### config.mk
export PLATFORM = sky130hd
export DESIGN_NAME = http_request_header_tokenizer_core_flat
export DESIGN_NICKNAME = d
export VERILOG_FILES = /design/src/rtl/htok_pkg.sv /design/src/rtl/htok_if.sv /design/src/rtl/htok_parser.sv /design/src/rtl/htok_result_queue.sv /design/src/rtl/http_request_header_tokenizer_core.sv /design/src/flat_wrapper.sv
export SDC_FILE = /design/constraint.sdc
export NUM_CORES = 1
export LEC_CHECK = 0
export BUFFER_PORTS_ARGS = -buffer_cell sky130_fd_sc_hd__buf_2
export CELL_PAD_IN_SITES_DETAIL_PLACEMENT = 1
export CELL_PAD_IN_SITES_GLOBAL_PLACEMENT = 2
export CORE_ASPECT_RATIO = 0.5
export CORE_MARGIN = 5
export CORE_UTILIZATION = 45
export CTS_BUF_LIST = sky130_fd_sc_hd__clkbuf_8
export CTS_CLUSTER_DIAMETER = 40
export DETAILED_ROUTE_END_ITERATION = 6
export PLACE_DENSITY = 0.87
export SYNTH_ARGS = -nofsm -noshare
export SYNTH_HDL_FRONTEND = slang
export SYNTH_HIERARCHICAL = 1
export SYNTH_SLANG_ARGS = --single-unit
### constraint.sdc
create_clock -name clk -period 9.8 [get_ports clk]
set_input_delay 0.49 -clock clk [delete_from_list [all_inputs] [get_ports clk]]
set_output_delay 0.49 -clock clk [all_outputs]
set_load 0.01 [all_outputs]
### src/rtl/htok_pkg.sv
// Package with the types, codes and character tables of the request header tokenizer.
package htok_pkg;

  localparam int unsigned POS_W = 13;
  localparam int unsigned MAX_BUFFER_BYTES = 1 << POS_W;
  localparam int unsigned QUEUE_DEPTH = 4;
  localparam int unsigned QPTR_W = $clog2(QUEUE_DEPTH);
  localparam int unsigned QCNT_W = $clog2(QUEUE_DEPTH + 1);

  localparam logic [7:0] CH_SPACE = 8'h20;
  localparam logic [7:0] CH_COLON = 8'h3A;
  localparam logic [7:0] CH_LF    = 8'h0A;
  localparam logic [7:0] CH_CR    = 8'h0D;

  localparam logic [1:0] KIND_REQUEST = 2'd0;
  localparam logic [1:0] KIND_HEADER  = 2'd1;
  localparam logic [1:0] KIND_END     = 2'd2;

  localparam logic [2:0] ST_OK         = 3'd0;
  localparam logic [2:0] ST_BAD_METHOD = 3'd1;
  localparam logic [2:0] ST_NO_PATH    = 3'd2;
  localparam logic [2:0] ST_BAD_PROTO  = 3'd3;
  localparam logic [2:0] ST_NO_COLON   = 3'd4;

  localparam logic [1:0] METH_GET  = 2'd0;
  localparam logic [1:0] METH_POST = 2'd1;
  localparam logic [1:0] METH_HEAD = 2'd2;

  localparam logic [3:0] PROTO_LEN = 4'd8;

  typedef enum logic [3:0] {
    PH_START       = 4'd0,
    PH_METHOD      = 4'd1,
    PH_METHOD_DONE = 4'd2,
    PH_PREPATH     = 4'd3,
    PH_PATH        = 4'd4,
    PH_PREPROTO    = 4'd5,
    PH_PROTO       = 4'd6,
    PH_REQ_TAIL    = 4'd7,
    PH_HDR_GAP     = 4'd8,
    PH_HDR_LINE    = 4'd9,
    PH_IGNORE      = 4'd10
  } htok_phase_t;

  typedef struct packed {
    logic [1:0]       kind;
    logic [2:0]       status;
    logic [1:0]       method;
    logic [POS_W-1:0] first_start;
    logic [POS_W-1:0] first_len;
    logic [POS_W-1:0] second_start;
    logic [POS_W-1:0] second_len;
    logic             last;
  } htok_result_t;

  typedef struct packed {
    logic [1:0]   cnt;
    htok_result_t r0;
    htok_result_t r1;
  } htok_push_t;

  function automatic logic [2:0] meth_len(input logic [1:0] m);
    logic [2:0] len;
    unique case (m)
      METH_GET: len = 3'd3;
      default:  len = 3'd4;
    endcase
    return len;
  endfunction

  function automatic logic [7:0] meth_char(input logic [1:0] m, input logic [1:0] idx);
    logic [7:0] ch;
    unique case (m)
      METH_GET: begin
        unique case (idx)
          2'd0: ch = "G";
          2'd1: ch = "E";
          2'd2: ch = "T";
          default: ch = 8'h00;
        endcase
      end
      METH_POST: begin
        unique case (idx)
          2'd0: ch = "P";
          2'd1: ch = "O";
          2'd2: ch = "S";
          default: ch = "T";
        endcase
      end
      default: begin
        unique case (idx)
          2'd0: ch = "H";
          2'd1: ch = "E";
          2'd2: ch = "A";
          default: ch = "D";
        endcase
      end
    endcase
    return ch;
  endfunction

  function automatic logic [7:0] proto_char(input logic [2:0] idx);
    logic [7:0] ch;
    unique case (idx)
      3'd0: ch = "H";
      3'd1: ch = "T";
      3'd2: ch = "T";
      3'd3: ch = "P";
      3'd4: ch = "/";
      3'd5: ch = "1";
      3'd6: ch = ".";
      default: ch = "1";
    endcase
    return ch;
  endfunction

endpackage

### src/rtl/htok_if.sv
// Channel interfaces for header bytes and tokenizer results.
interface htok_in_if;
  logic       valid;
  logic       ready;
  logic [7:0] data_byte;
  logic       end_of_buffer;

  modport source (output valid, output data_byte, output end_of_buffer, input ready);
  modport sink (input valid, input data_byte, input end_of_buffer, output ready);
endinterface

interface htok_out_if;
  logic        valid;
  logic        ready;
  logic [1:0]  kind;
  logic [2:0]  status;
  logic [1:0]  method;
  logic [12:0] first_start;
  logic [12:0] first_len;
  logic [12:0] second_start;
  logic [12:0] second_len;
  logic        last;

  modport source (output valid, output kind, output status, output method,
                  output first_start, output first_len, output second_start,
                  output second_len, output last, input ready);
  modport sink (input valid, input kind, input status, input method,
                input first_start, input first_len, input second_start,
                input second_len, input last, output ready);
endinterface

### src/rtl/htok_parser.sv
// Byte-level parser state and the results that each accepted word causes.
module htok_parser import htok_pkg::*; (
  input  logic       clk,
  input  logic       rst_n,
  input  logic       accept,
  input  logic [7:0] data_byte,
  input  logic       end_of_buffer,
  output htok_push_t push
);

  htok_phase_t      phase_r, phase_nxt;
  logic [POS_W-1:0] pos_r, pos_nxt;
  logic [3:0]       match_r, match_nxt;
  logic [2:0]       cand_r, cand_nxt;
  logic [1:0]       method_r, method_nxt;
  logic [POS_W-1:0] path_begin_r, path_begin_nxt;
  logic [POS_W-1:0] path_size_r, path_size_nxt;
  logic [POS_W-1:0] tok_begin_r, tok_begin_nxt;
  logic [POS_W-1:0] tok_last_r, tok_last_nxt;
  logic             tok_has_r, tok_has_nxt;
  logic [POS_W-1:0] key_begin_r, key_begin_nxt;
  logic [POS_W-1:0] key_len_r, key_len_nxt;
  logic             colon_r, colon_nxt;

  logic             eol;
  logic             is_space;
  htok_phase_t      ph_e;
  logic [2:0]       keep;
  logic [3:0]       match_inc;
  logic             found_any;
  logic [1:0]       found_idx;
  logic [3:0]       proto_idx;
  logic [3:0]       proto_inc;
  logic             proto_ok;
  logic             hdr_new;
  logic [POS_W-1:0] tb_e, tl_e;
  logic             th_e, colon_e;
  logic [POS_W-1:0] tok_len_e;
  logic [POS_W-1:0] pos_inc;
  logic             a_valid;
  htok_result_t     res_a, res_end;

  assign eol      = end_of_buffer || data_byte == CH_CR || data_byte == CH_LF;
  assign is_space = data_byte == CH_SPACE;
  assign pos_inc  = pos_r + 1'b1;
  assign hdr_new  = phase_r == PH_HDR_GAP && !eol;

  always_comb begin
    ph_e = phase_r;
    if (phase_r == PH_START && !eol) begin
      ph_e = PH_METHOD;
    end else if (hdr_new) begin
      ph_e = PH_HDR_LINE;
    end
  end

  always_comb begin
    keep      = '0;
    found_any = 1'b0;
    found_idx = METH_GET;
    match_inc = match_r + 4'd1;
    for (int c = 0; c < 3; c++) begin
      keep[c] = cand_r[c] && (match_r < {1'b0, meth_len(2'(c))})
                && meth_char(2'(c), match_r[1:0]) == data_byte;
      if (keep[c] && {1'b0, meth_len(2'(c))} == match_inc) begin
        found_any = 1'b1;
        found_idx = 2'(c);
      end
    end
  end

  assign proto_idx = (phase_r == PH_PREPROTO) ? 4'd0 : match_r;
  assign proto_inc = proto_idx + 4'd1;
  assign proto_ok  = proto_idx < PROTO_LEN && proto_char(proto_idx[2:0]) == data_byte;

  assign tb_e      = hdr_new ? pos_r : tok_begin_r;
  assign tl_e      = hdr_new ? pos_r : tok_last_r;
  assign th_e      = hdr_new ? 1'b0 : tok_has_r;
  assign colon_e   = hdr_new ? 1'b0 : colon_r;
  assign tok_len_e = th_e ? POS_W'(tl_e - tb_e + 1'b1) : '0;

  // Next state.
  always_comb begin
    phase_nxt      = phase_r;
    pos_nxt        = pos_inc;
    match_nxt      = match_r;
    cand_nxt       = cand_r;
    method_nxt     = method_r;
    path_begin_nxt = path_begin_r;
    path_size_nxt  = path_size_r;
    tok_begin_nxt  = tb_e;
    tok_last_nxt   = tl_e;
    tok_has_nxt    = th_e;
    key_begin_nxt  = hdr_new ? '0 : key_begin_r;
    key_len_nxt    = hdr_new ? '0 : key_len_r;
    colon_nxt      = colon_e;
    unique case (ph_e)
      PH_START: begin
      end
      PH_METHOD: begin
        if (eol) begin
          phase_nxt = PH_IGNORE;
        end else begin
          cand_nxt = keep;
          if (keep == '0) begin
            phase_nxt = PH_IGNORE;
          end else begin
            match_nxt = match_inc;
            if (found_any) begin
              method_nxt = found_idx;
              phase_nxt  = PH_METHOD_DONE;
            end
          end
        end
      end
      PH_METHOD_DONE, PH_PREPATH: begin
        if (eol) begin
          phase_nxt = PH_IGNORE;
        end else if (is_space) begin
          phase_nxt = PH_PREPATH;
        end else begin
          path_begin_nxt = pos_r;
          phase_nxt      = PH_PATH;
        end
      end
      PH_PATH: begin
        if (eol) begin
          phase_nxt = PH_IGNORE;
        end else if (is_space) begin
          path_size_nxt = pos_r - path_begin_r;
          phase_nxt     = PH_PREPROTO;
        end
      end
      PH_PREPROTO, PH_PROTO: begin
        if (eol) begin
          phase_nxt = PH_IGNORE;
        end else if (!(phase_r == PH_PREPROTO && is_space)) begin
          if (!proto_ok) begin
            phase_nxt = PH_IGNORE;
          end else begin
            match_nxt = proto_inc;
            phase_nxt = (proto_inc == PROTO_LEN) ? PH_REQ_TAIL : PH_PROTO;
          end
        end
      end
      PH_REQ_TAIL: begin
        if (eol) begin
          phase_nxt = PH_HDR_GAP;
        end
      end
      PH_HDR_GAP: begin
      end
      PH_HDR_LINE: begin
        if (eol) begin
          phase_nxt = PH_HDR_GAP;
        end else begin
          phase_nxt = PH_HDR_LINE;
          if (data_byte == CH_COLON && !colon_e) begin
            key_begin_nxt = tb_e;
            key_len_nxt   = tok_len_e;
            colon_nxt     = 1'b1;
            tok_begin_nxt = pos_inc;
            tok_last_nxt  = pos_inc;
            tok_has_nxt   = 1'b0;
          end else if (!is_space) begin
            if (!th_e) begin
              tok_begin_nxt = pos_r;
            end
            tok_has_nxt  = 1'b1;
            tok_last_nxt = pos_r;
          end
        end
      end
      PH_IGNORE: begin
      end
      default: begin
      end
    endcase
    if (end_of_buffer) begin
      phase_nxt      = PH_START;
      pos_nxt        = '0;
      match_nxt      = '0;
      cand_nxt       = '1;
      method_nxt     = METH_GET;
      path_begin_nxt = '0;
      path_size_nxt  = '0;
      tok_begin_nxt  = '0;
      tok_last_nxt   = '0;
      tok_has_nxt    = 1'b0;
      key_begin_nxt  = '0;
      key_len_nxt    = '0;
      colon_nxt      = 1'b0;
    end
  end

  // Results.
  always_comb begin
    a_valid = 1'b0;
    res_a   = '0;
    unique case (ph_e)
      PH_START: begin
        if (end_of_buffer) begin
          a_valid      = 1'b1;
          res_a.status = ST_BAD_METHOD;
        end
      end
      PH_METHOD: begin
        if (eol || keep == '0) begin
          a_valid      = 1'b1;
          res_a.status = ST_BAD_METHOD;
        end
      end
      PH_METHOD_DONE: begin
        if (eol) begin
          a_valid      = 1'b1;
          res_a.status = ST_BAD_METHOD;
        end
      end
      PH_PREPATH, PH_PATH: begin
        if (eol) begin
          a_valid      = 1'b1;
          res_a.status = ST_NO_PATH;
          res_a.method = method_r;
        end
      end
      PH_PREPROTO, PH_PROTO: begin
        if (eol) begin
          a_valid      = 1'b1;
          res_a.status = ST_BAD_PROTO;
          res_a.method = method_r;
        end else if (!(phase_r == PH_PREPROTO && is_space)) begin
          if (!proto_ok) begin
            a_valid      = 1'b1;
            res_a.status = ST_BAD_PROTO;
            res_a.method = method_r;
          end else if (proto_inc == PROTO_LEN) begin
            a_valid           = 1'b1;
            res_a.status      = ST_OK;
            res_a.method      = method_r;
            res_a.first_start = path_begin_r;
            res_a.first_len   = path_size_r;
          end
        end
      end
      PH_HDR_LINE: begin
        if (eol) begin
          a_valid    = 1'b1;
          res_a.kind = KIND_HEADER;
          if (!colon_r) begin
            res_a.status = ST_NO_COLON;
          end else begin
            res_a.status       = ST_OK;
            res_a.first_start  = key_begin_r;
            res_a.first_len    = key_len_r;
            res_a.second_start = tok_begin_r;
            res_a.second_len   = tok_len_e;
          end
        end
      end
      PH_REQ_TAIL, PH_HDR_GAP, PH_IGNORE: begin
      end
      default: begin
      end
    endcase

    res_end      = '0;
    res_end.kind = KIND_END;
    res_end.last = 1'b1;

    push = '0;
    if (accept) begin
      if (a_valid && end_of_buffer) begin
        push.cnt = 2'd2;
        push.r0  = res_a;
        push.r1  = res_end;
      end else if (a_valid) begin
        push.cnt     = 2'd1;
        push.r0      = res_a;
        push.r0.last = 1'b1;
      end else if (end_of_buffer) begin
        push.cnt = 2'd1;
        push.r0  = res_end;
      end
    end
  end

  always_ff @(posedge clk) begin
    if (!rst_n) begin
      phase_r      <= PH_START;
      pos_r        <= '0;
      match_r      <= '0;
      cand_r       <= '1;
      method_r     <= METH_GET;
      path_begin_r <= '0;
      path_size_r  <= '0;
      tok_begin_r  <= '0;
      tok_last_r   <= '0;
      tok_has_r    <= 1'b0;
      key_begin_r  <= '0;
      key_len_r    <= '0;
      colon_r      <= 1'b0;
    end else if (accept) begin
      phase_r      <= phase_nxt;
      pos_r        <= pos_nxt;
      match_r      <= match_nxt;
      cand_r       <= cand_nxt;
      method_r     <= method_nxt;
      path_begin_r <= path_begin_nxt;
      path_size_r  <= path_size_nxt;
      tok_begin_r  <= tok_begin_nxt;
      tok_last_r   <= tok_last_nxt;
      tok_has_r    <= tok_has_nxt;
      key_begin_r  <= key_begin_nxt;
      key_len_r    <= key_len_nxt;
      colon_r      <= colon_nxt;
    end
  end

endmodule

### src/rtl/htok_result_queue.sv
// Small result queue that takes up to two results per cycle and hands out one.
module htok_result_queue import htok_pkg::*; (
  input  logic         clk,
  input  logic         rst_n,
  input  htok_push_t   push,
  output logic         space_ok,
  output logic         head_valid,
  input  logic         head_ready,
  output htok_result_t head
);

  htok_result_t      mem_r [QUEUE_DEPTH];
  logic [QPTR_W-1:0] wr_ptr_r, wr_ptr_nxt;
  logic [QPTR_W-1:0] rd_ptr_r, rd_ptr_nxt;
  logic [QCNT_W-1:0] cnt_r, cnt_nxt;
  logic              pop;
  logic [QPTR_W-1:0] wr_ptr_inc;

  assign space_ok   = cnt_r <= QCNT_W'(QUEUE_DEPTH - 2);
  assign head_valid = cnt_r != '0;
  assign head       = mem_r[rd_ptr_r];
  assign pop        = head_valid && head_ready;
  assign wr_ptr_inc = wr_ptr_r + 1'b1;

  always_comb begin
    wr_ptr_nxt = wr_ptr_r + QPTR_W'(push.cnt);
    rd_ptr_nxt = rd_ptr_r + QPTR_W'(pop);
    cnt_nxt    = cnt_r + QCNT_W'(push.cnt) - QCNT_W'(pop);
  end

  always_ff @(posedge clk) begin
    if (!rst_n) begin
      wr_ptr_r <= '0;
      rd_ptr_r <= '0;
      cnt_r    <= '0;
    end else begin
      wr_ptr_r <= wr_ptr_nxt;
      rd_ptr_r <= rd_ptr_nxt;
      cnt_r    <= cnt_nxt;
    end
  end

  always_ff @(posedge clk) begin
    if (push.cnt != 2'd0) begin
      mem_r[wr_ptr_r] <= push.r0;
    end
    if (push.cnt == 2'd2) begin
      mem_r[wr_ptr_inc] <= push.r1;
    end
  end

endmodule

### src/rtl/http_request_header_tokenizer_core.sv
// Top level of the request header tokenizer.
//
//   Channel  Direction  Word
//   in_ch    sink       data_byte, end_of_buffer
//   out_ch   source     kind, status, method, first/second start and len, last
//
// One byte is taken per cycle while the result queue has room; its results are in the result queue from the next cycle.
// A byte yields at most two results: a line result and the end result.
// The input is ready while the four-entry result queue has room for two results.
// Reset is synchronous on rst_n and returns the parser to the start of a buffer.
// A stalled output only stops the input once the queue is nearly full.
module http_request_header_tokenizer_core import htok_pkg::*; (
  input  logic       clk,
  input  logic       rst_n,
  htok_in_if.sink    in_ch,
  htok_out_if.source out_ch
);

  logic         accept;
  logic         space_ok;
  logic         head_valid;
  htok_push_t   push;
  htok_result_t head;

  assign in_ch.ready = space_ok;
  assign accept      = in_ch.valid && space_ok;

  htok_parser u_parser (
    .clk           (clk),
    .rst_n         (rst_n),
    .accept        (accept),
    .data_byte     (in_ch.data_byte),
    .end_of_buffer (in_ch.end_of_buffer),
    .push          (push)
  );

  htok_result_queue u_queue (
    .clk        (clk),
    .rst_n      (rst_n),
    .push       (push),
    .space_ok   (space_ok),
    .head_valid (head_valid),
    .head_ready (out_ch.ready),
    .head       (head)
  );

  assign out_ch.valid        = head_valid;
  assign out_ch.kind         = head.kind;
  assign out_ch.status       = head.status;
  assign out_ch.method       = head.method;
  assign out_ch.first_start  = head.first_start;
  assign out_ch.first_len    = head.first_len;
  assign out_ch.second_start = head.second_start;
  assign out_ch.second_len   = head.second_len;
  assign out_ch.last         = head.last;

endmodule

### src/flat_wrapper.sv
// flat-port wrapper written by rule: the top's interface ports become plain ports
module http_request_header_tokenizer_core_flat import htok_pkg::*;
  (clk, rst_n, in_ch_valid, in_ch_data_byte, in_ch_end_of_buffer, in_ch_ready, out_ch_valid, out_ch_kind, out_ch_status, out_ch_method, out_ch_first_start, out_ch_first_len, out_ch_second_start, out_ch_second_len, out_ch_last, out_ch_ready);
  htok_in_if in_ch_i ();
  htok_out_if out_ch_i ();
  input  logic clk;
  input  logic rst_n;
  input wire logic [$bits(in_ch_i.valid)-1:0] in_ch_valid;
  input wire logic [$bits(in_ch_i.data_byte)-1:0] in_ch_data_byte;
  input wire logic [$bits(in_ch_i.end_of_buffer)-1:0] in_ch_end_of_buffer;
  output wire logic [$bits(in_ch_i.ready)-1:0] in_ch_ready;
  output wire logic [$bits(out_ch_i.valid)-1:0] out_ch_valid;
  output wire logic [$bits(out_ch_i.kind)-1:0] out_ch_kind;
  output wire logic [$bits(out_ch_i.status)-1:0] out_ch_status;
  output wire logic [$bits(out_ch_i.method)-1:0] out_ch_method;
  output wire logic [$bits(out_ch_i.first_start)-1:0] out_ch_first_start;
  output wire logic [$bits(out_ch_i.first_len)-1:0] out_ch_first_len;
  output wire logic [$bits(out_ch_i.second_start)-1:0] out_ch_second_start;
  output wire logic [$bits(out_ch_i.second_len)-1:0] out_ch_second_len;
  output wire logic [$bits(out_ch_i.last)-1:0] out_ch_last;
  input wire logic [$bits(out_ch_i.ready)-1:0] out_ch_ready;
  assign in_ch_i.valid = in_ch_valid;
  assign in_ch_i.data_byte = in_ch_data_byte;
  assign in_ch_i.end_of_buffer = in_ch_end_of_buffer;
  assign in_ch_ready = in_ch_i.ready;
  assign out_ch_valid = out_ch_i.valid;
  assign out_ch_kind = out_ch_i.kind;
  assign out_ch_status = out_ch_i.status;
  assign out_ch_method = out_ch_i.method;
  assign out_ch_first_start = out_ch_i.first_start;
  assign out_ch_first_len = out_ch_i.first_len;
  assign out_ch_second_start = out_ch_i.second_start;
  assign out_ch_second_len = out_ch_i.second_len;
  assign out_ch_last = out_ch_i.last;
  assign out_ch_i.ready = out_ch_ready;
  http_request_header_tokenizer_core u_core (.clk(clk), .rst_n(rst_n), .in_ch(in_ch_i), .out_ch(out_ch_i));
endmodule
[Word-level counts from Yosys, hierarchy flattened]
Memory sizes are Yosys's and may differ from the RTL's. A register that Yosys moved wholly into a read port is not among the register bits.
Index checks and enable logic that the tools add are counted.
Storage, ports and cells
  flip-flop bits (word level): 113
  memory bits (writable): 240
  input port bits: 13
  output and inout port bits: 62
  memories kept: 1
Memories
  u_core.u_queue.mem_r: words 4, bits a word 60, read ports 1, clocked after Yosys merged registers in 1, wr ports 2, RTL line htok_result_queue.sv:12  | htok_result_t mem_r [QUEUE_DEPTH];
Cells by class
  add/subtract/negate cells: 11
  order comparisons: 4
  eq/ne operators: 41
  multiplexer cells: 127
  reduce and logical (&&, ||, !) cells: 47
Operators by type and width (count)
  13-bit 2-to-1 mux: 33
  31-bit 2-to-1 mux: 5
  122-bit 2-to-1 mux: 1
  61-bit 2-to-1 mux: 2
  52-bit 2-to-1 mux: 2
  4-bit 2-to-1 mux: 22
  26-bit 2-to-1 mux: 3
  62-bit 2-to-1 mux: 1
  60-bit 2-to-1 mux: 1
  26-bit case mux with 2 select lines: 1
  7-bit case mux with 5 select lines: 1
  8-bit == test: 4
  1-bit 2-to-1 mux: 31
  28-bit 2-to-1 mux: 1
  13-bit by 1-bit adder with 13-bit output (second input constant): 2
  13-bit subtractor: 2
  4-bit case mux with 6 select lines: 1
  7-bit case mux with 3 select lines: 1
  4-bit by 3-bit == test with 1-bit output (second input constant): 5
  3-bit != test (second input constant): 6
  3-bit case mux with 6 select lines: 1
  1-bit logical AND: 17
  8-bit by 4-bit == test with 1-bit output (second input constant): 2
  8-bit by 6-bit == test with 1-bit output (second input constant): 2
  46 further kinds: 83

[Logic depth before layout (Yosys ltp)]
Gate-level depths: netlist (run 1).
  depth in word-level cells: 21
  mapped depth: 23
  mapped depth without buffers: 19

[By module]
Netlist (run 1), hierarchy kept.
By module, submodules not included
  htok_result_queue: instances 1, cells each 626, area an instance 12004.0 um^2, seq. area each 7347.0 um^2
  htok_parser: instances 1, cells each 1167, area an instance 8684.6 um^2, seq. area each 2122.0 um^2
  http_request_header_tokenizer_core: instances 1, cells each 1, area an instance 6.3 um^2, seq. area each 0.0 um^2

[Worst setup path after synthesis (run 1)]
OpenSTA, ideal clock, no wires.
  kind: register -> register
  start point: register u_core.u_parser.phase_r[0]
  end point: memory u_core/u_queue/mem_r[0][0] (netlist bit) (enable)
  arrival time: 7.674 ns
  data required time: 9.239 ns
  slack: 1.565 ns
  cell stages (with the launch flop): 17
  buffers on the path: 2
  cell sequence: dfxtp_1 -> clkbuf_1 -> and4bb_2 -> nor2_1 -> ha_1 -> ha_1 -> o21ba_2 -> o211ai_1 -> xor2_1 -> nor4_2 -> a221oi_2 -> or3_1 -> ha_1 -> and2_1 -> buf_4 -> o21bai_1 -> o21ai_0
RTL lines
  start: declaration: RTL line htok_parser.sv:11  | htok_phase_t phase_r, phase_nxt;
  start signal: assignment: RTL line htok_parser.sv:303  | phase_r <= phase_nxt;
  end: declaration: RTL line htok_result_queue.sv:12

==> run summary, run 1 <==
Antenna violations before repair = 2
Total gr overflow = 0
Synth warn = 6
Simple-gate share of the synthesized area = 11.0%
Most used DFF post-synth = edfxtp_1
Post-synthesis mux area share = 21.4%
Largest net degree at the start of global routing = 73
Pwr Total = 0.00447 W
Top cell type's share of synthesized area = 34.8%
Dpl cells = 2,364
Tcrit/Tclk final = 68.9%
EDFF count, synth = 240
Slew HR = 22.3%
Clk_skew = 0.0420 ns
Post-Place Setup Slack = 3.03 ns
Post-CTS setup buffers = 0
Slew Limit Fails = 0
Hpwl dp = 40.6 mm
I/O Buffers = 74
Pre-antenna DRT Iters = 5
Synthesized instance count = 1,794
Crit path max-delay family = simple AND/OR/NAND/NOR gates
Remaining antenna violation count = 0
Min setup slack post-route = 3.05 ns
DR WL/cell = 25.0 µm
Post-Syn Area = 0.0207 mm²
Pwr/cell area = 200 mW/mm²
Reg power frac = 42.5%
Synth Area in Adders = 3.56%
Worst-path cell chain = nand4bb_1 > nand2_1 > inv_1 > ha_1 > ha_1 > o21ba_2 > o211ai_1 > xor2_1 > nor4_2 > a221oi_2 > or3_1 > ha_1 > and2_1 > and4bb_4 > buf_4 > o21bai_4 > buf_4
Initial core utilization = 45.6%
Max Root-Sink Buffers = 3
Seq cells post-synth = 353
Die ar. = 0.0506 mm²
CP Max Fanout = 61
Critical Path Start Type = flop
Buf/Inv on CP = 3
Die width = 313 µm
Yosys top cell by area = edfxtp_1
Clk sink count = 353
Final layout net count = 1,894
Synth top area cells = edfxtp_1 (35%), mux2_2 (13%), dfxtp_1 (11%)
Ys async rst share = 0%
Crit-path slowest cell = dfxtp_1
Largest family of logic cells by synthesized area = multiplexers
Io pins = 75
Actual slew at the worst max-slew pin = 1.16 ns
Crit path top cell by count = ha_1
Max cap viols = 0
Setup TNS = 0 ns
Synth Area in Compound Gates = 10.7%
Syn_area_per_cell = 11.5 µm²
Final Hold Fails = 0
Clk Latency, worst-skew pair = 0.64 ns
XOR/XNOR share of the synthesized area = 1.44%
Register area share after synthesis = 45.8%
Post-synth top cells = edfxtp_1 (240), mux2_2 (240), nor2_1 (171)
Core area = 0.0453 mm²
CP endpoint kind = flop
Hold_buf cts = 0
FMAX = 0.148 GHz
CTS H-tree depth = 2
Residual DRC = 0
Number of global-route vias before repair = 15,359
Worst Hold Class = input pin to flop
Worst path max stage delay = 0.77 ns
Int Pwr = 0.00297 W
Crit path time final = 6.75 ns
Starting DRT DRC Count = 1,192
Unrepaired setup endpoints after global routing = no
TritonCTS clock tree = yes
Vias per cell = 5.97
Die H = 162 µm
Worst hold slack = 0.290 ns
Status = finished clean
VDD IR max = 0.000166 V
Net Switching = 0.00150 W
CTS root buf = clkbuf_8
Worst Path Required = 10.05 ns
Final WL = 61.7 mm
Logic pwr share = 29.3%
Syn-to-layout area delta = 7.99%
Share of cells above drive strength 1 = 27.2%
RePlAce Congestion = 0.839
Critical Setup Path Class = flop to flop
Gr usage total = 24.0%
Clock network power share = 28.2%
Total CTS buffers = 56
Leakage power = 8.36 nW
Cts repair resizes = 0
Setup violators final = 0
First-pass GRT wire length = 94.9 mm
Number of placement rows = 55
Fill count = 4,822
Yosys cell types = 91
Net Sw Frac = 33.6%
Ant diodes = 0
Clock slew at reported path FFs = 0.06 ns
Via Count = 14,746
Crit path arrival time = 7.00 ns
Post-route insts no fill = 2,470
[sequential cells by signal (all words and copies together), names as in the netlist, 4 cells and up]
signal and count:
u_core/u_parser/tok_last_r 13, u_core/u_parser/tok_begin_r 13, u_core/u_parser/phase_r 4, u_core/u_parser/key_begin_r 13, u_core/u_parser/key_len_r 13, u_core/u_parser/path_begin_r 13, u_core/u_queue/mem_r 240, u_core/u_parser/path_size_r 13
u_core/u_parser/pos_r 13, u_core/u_parser/match_r 4
[through the flow]
stage               util, %  cell area [µm²]
floorplan                 -            20900
global placement       46.8            21200
detailed placement     46.8            21200
CTS                    49.3            22300
global route           49.3            22300
finish                 49.3            22300
[layer usage]
layer  global-route usage (%)  routed length (µm)  vias up
met5                        0                   0        -
met4                     3.89                 617        0
met3                     3.97                3750       53
met2                     38.0               27800      417
met1                     35.5               29500     7521
li1                         -                   -     6755
[worst register-to-register path, delay by kind of cell (launching register included)]
family                   cells  cell delay, ns
XOR/XNOR                     1            0.17
AND/OR/NAND/NOR              6            2.32
flip-flops                   1            0.77
buffers and inverters        3            1.56
AO/OA/AOI/OAI                4            0.83
adder cells (fa/ha/maj)      3            0.68
[kinds of logic after synthesis]
kind of cell / count (synthesis)
simple gates: 460
flops: 353
mux: 336
compound gates: 326
buf+inv: 230
fa+ha+maj: 57
xor+xnor: 31
other cells: 1
[power groups by stage]
stage | Sequential, W | Combinational [W] | Clock, W
floorplan | 0.00189 | 0.000923 | 0
finish | 0.00190 | 0.00131 | 0.00126
global placement | 0.00192 | 0.00130 | 0
CTS | 0.00190 | 0.00132 | 0.00129
detailed placement | 0.00193 | 0.00131 | 0
global route | 0.00192 | 0.00140 | 0.00136
[placed cells by master, fill, tap and decap left out, types with 6 or more instances in the layout]
cell,count
o21bai_1,9
clkinv_2,6
nand3b_1,6
o211ai_1,11
nor2_1,168
clkbuf_8,61
a21o_1,9
a32oi_1,6
o21ai_0,45
xnor2_1,25
nand3_1,43
a31oi_1,10
inv_1,68
nor3_1,50
mux2i_1,25
and2_1,25
mux2_2,240
edfxtp_1,240
mux4_2,60
buf_4,26
nor3b_1,11
nor2b_1,8
o22ai_1,6
o31ai_1,8
and3_1,23
clkinv_1,8
dfxtp_1,111
nor4_1,6
a22o_1,11
a22oi_1,30
mux2_1,11
ha_1,54
or3_1,8
nand2_1,76
conb_1,58
a311oi_1,9
a21oi_1,98
buf_2,74
[area by class of cell]
class                      instances  area (µm²)  share of cell area [%]
clock buffer                      61         840                    3.76
clock inverter                    45         267                    1.19
inverter                          45         169                   0.756
multi-input combinational       1268       10300                    46.0
sequential                       353        9470                    42.4
tap                              598         748                    3.35
timing repair buffer             100         566                    2.53
[final timing paths]
check | cells past startpoint | to | slack, ns | startpoint
min reg2reg | 2 | u_core/u_parser/tok_last_r[8] | 0.46 | u_core/u_parser/tok_last_r[8]
max | 17 | u_core/u_queue/mem_r[2][38] | 3.05 | u_core/u_parser/phase_r[0]
min | 3 | u_core/u_queue/rd_ptr_r[0] | 0.29 | out_ch_ready
max reg2reg | 17 | u_core/u_queue/mem_r[2][38] | 3.05 | u_core/u_parser/phase_r[0]
(Power assumes the default switching activity.)
==> run 2: changes to the inputs <==
CORE_UTILIZATION = 40   (was 45)
PLACE_DENSITY = 0.82   (was 0.87)
clock period = 6.17 ns   (was 9.8 ns; I/O delays follow)
==> run summary, run 2 (synthesis results as in run 1) <==
Max reg flops = 240 (unchanged)
TritonCTS clock tree = yes (unchanged)
FMAX = 0.178 GHz (was 0.148 GHz)
Critical Setup Path Class = flop to flop (unchanged)
Hpwl dp = 42.5 mm (was 40.6 mm)
Die H = 171 µm (was 162 µm)
Largest net degree at the start of global routing = 65 (was 73)
Status = finished clean (unchanged)
Most frequent cells in the layout = mux2_2 (240), edfxtp_1 (240), nor2_1 (168), dfxtp_1 (111), a21oi_1 (98) (unchanged)
Die ar. = 0.0567 mm² (was 0.0506 mm²)
Worst Path Required = 6.54 ns (was 10.05 ns)
Tcrit/Tclk final = 91.0% (was 68.9%)
Critical Path Start Type = flop (unchanged)
Max cap viols = 0 (unchanged)
Share of cells above drive strength 1 = 28.3% (was 27.2%)
DR WL/cell = 24.2 µm (was 25.0 µm)
CP endpoint kind = flop (unchanged)
Final layout net count = 1,919 (was 1,894)
Largest register by flop count = u_core/u_queue/mem_r (unchanged)
Syn-to-layout area delta = 10.0% (was 7.99%)
Antenna violations before repair = 2 (unchanged)
Initial core utilization = 40.8% (was 45.6%)
Pre-antenna DRT Iters = 5 (unchanged)
RePlAce Congestion = 0.856 (was 0.839)
Slew Limit Fails = 0 (unchanged)
Starting DRT DRC Count = 1,130 (was 1,192)
Storage element area = 0.00947 mm² (unchanged)
CP Max Fanout = 60 (was 61)
CTS root buf = clkbuf_8 (unchanged)
Clk sink count = 353 (unchanged)
Post-layout util = 44.9% (was 49.3%)
Slew HR = 23.2% (was 22.3%)
Cts repair resizes = 0 (unchanged)
CTS H-tree depth = 2 (unchanged)
Final WL = 62.6 mm (was 61.7 mm)
First-pass GRT wire length = 96.1 mm (was 94.9 mm)
Post-CTS setup buffers = 0 (unchanged)
Hold_buf cts = 0 (unchanged)
Gr usage total = 21.7% (was 24.0%)
Number of global-route vias before repair = 15,295 (was 15,359)
Clock slew at reported path FFs = 0.07 ns (was 0.06 ns)
Total gr overflow = 0 (unchanged)
VDD IR max = 0.000187 V (was 0.000166 V)
Vias per cell = 5.77 (was 5.97)
Clk Latency, worst-skew pair = 0.63 ns (was 0.64 ns)
Fill count = 5,450 (was 4,822)
Via Count = 14,933 (was 14,746)
Final Hold Fails = 0 (unchanged)
Crit path arrival time = 5.98 ns (was 7.00 ns)
Leakage power = 8.53 nW (was 8.36 nW)
Unrepaired setup endpoints after global routing = no (unchanged)
Multi-input gate area = 0.0103 mm² (unchanged)
Pwr/cell area = 317 mW/mm² (was 200 mW/mm²)
Residual DRC = 0 (unchanged)
Worst Hold Class = input pin to flop (unchanged)
Max Root-Sink Buffers = 3 (unchanged)
Crit path time final = 5.61 ns (was 6.75 ns)
Setup violators final = 0 (unchanged)
Core area = 0.0507 mm² (was 0.0453 mm²)
Total CTS buffers = 58 (was 56)
Clk_skew = 0.0289 ns (was 0.0420 ns)
Io pins = 75 (unchanged)
Actual slew at the worst max-slew pin = 1.15 ns (was 1.16 ns)
Placed cell area = 0.0216 mm² (was 0.0212 mm²)
Number of placement rows = 58 (was 55)
Die width = 332 µm (was 313 µm)
Remaining antenna violation count = 0 (unchanged)
I/O Buffers = 74 (unchanged)
Design Area, Final = 0.0228 mm² (was 0.0223 mm²)
[run 2: per-stage QoR]
stage	worst slack (ns)	hold WS [ns]	TNS, ns	total power [W]	std cells
after floorplan	-0.324	0.421	-38.87	0.00445	1851
after global placement	0.797	0.431	0	0.00517	2479
after detailed placement	0.591	0.450	0	0.00521	2479
after CTS	0.576	0.0180	0	0.00729	2587
after global routing	0.312	0.0438	0	0.00758	2587
final	0.556	0.0679	0	0.00721	2588
[run 2: critical path: stages (launching register included)]
cell	delay [ns]
dfxtp_1	0.36
and4bb_2	0.31
nor2_1	0.26
inv_1	0.13
ha_1	0.29
o21bai_1	0.17
o211ai_1	0.12
xnor2_1	0.15
nor4_2	0.54
a221oi_2	0.24
or3_1	0.48
ha_1	0.31
and2_1	0.48
nand4b_1	0.26
buf_4	0.82
mux2_2	0.43
[run 2: layout make-up]
type	count	share of cell area, %
clock buffer	65	3.93
tap	690	3.79
inverter	45	0.742
antenna	1	0.0110
timing repair buffer	123	3.68
multi-input combinational	1268	45.2
clock inverter	43	1.09
sequential	353	41.6
[run 2: path summary, 6_finish.rpt]
check        slack [ns]  cells after the start                         start                      endpoint
max                0.56                     15    u_core/u_parser/phase_r[1]    u_core/u_queue/mem_r[0][0]
min                0.07                      3                  out_ch_ready    u_core/u_queue/rd_ptr_r[0]
max reg2reg        0.56                     15    u_core/u_parser/phase_r[1]    u_core/u_queue/mem_r[0][0]
min reg2reg        0.46                      2  u_core/u_parser/key_len_r[8]  u_core/u_parser/key_len_r[8]
[run 2: metal layers]
metal  part of all wire [%]  vias to the layer above  track usage [%]
met2                     45                      399             35.1
met3                    5.7                       62             3.32
met5                      0                        -                0
met4                    1.2                        0             3.62
met1                     48                     7669             31.6
li1                       -                     6803                -
[run 2: where the power goes]
part           switching (W)  internal [W]  total, W
sequential          0.000129       0.00286   0.00299
combinational        0.00128      0.000882   0.00216
clock                0.00101       0.00105   0.00206
total                0.00242       0.00480   0.00721
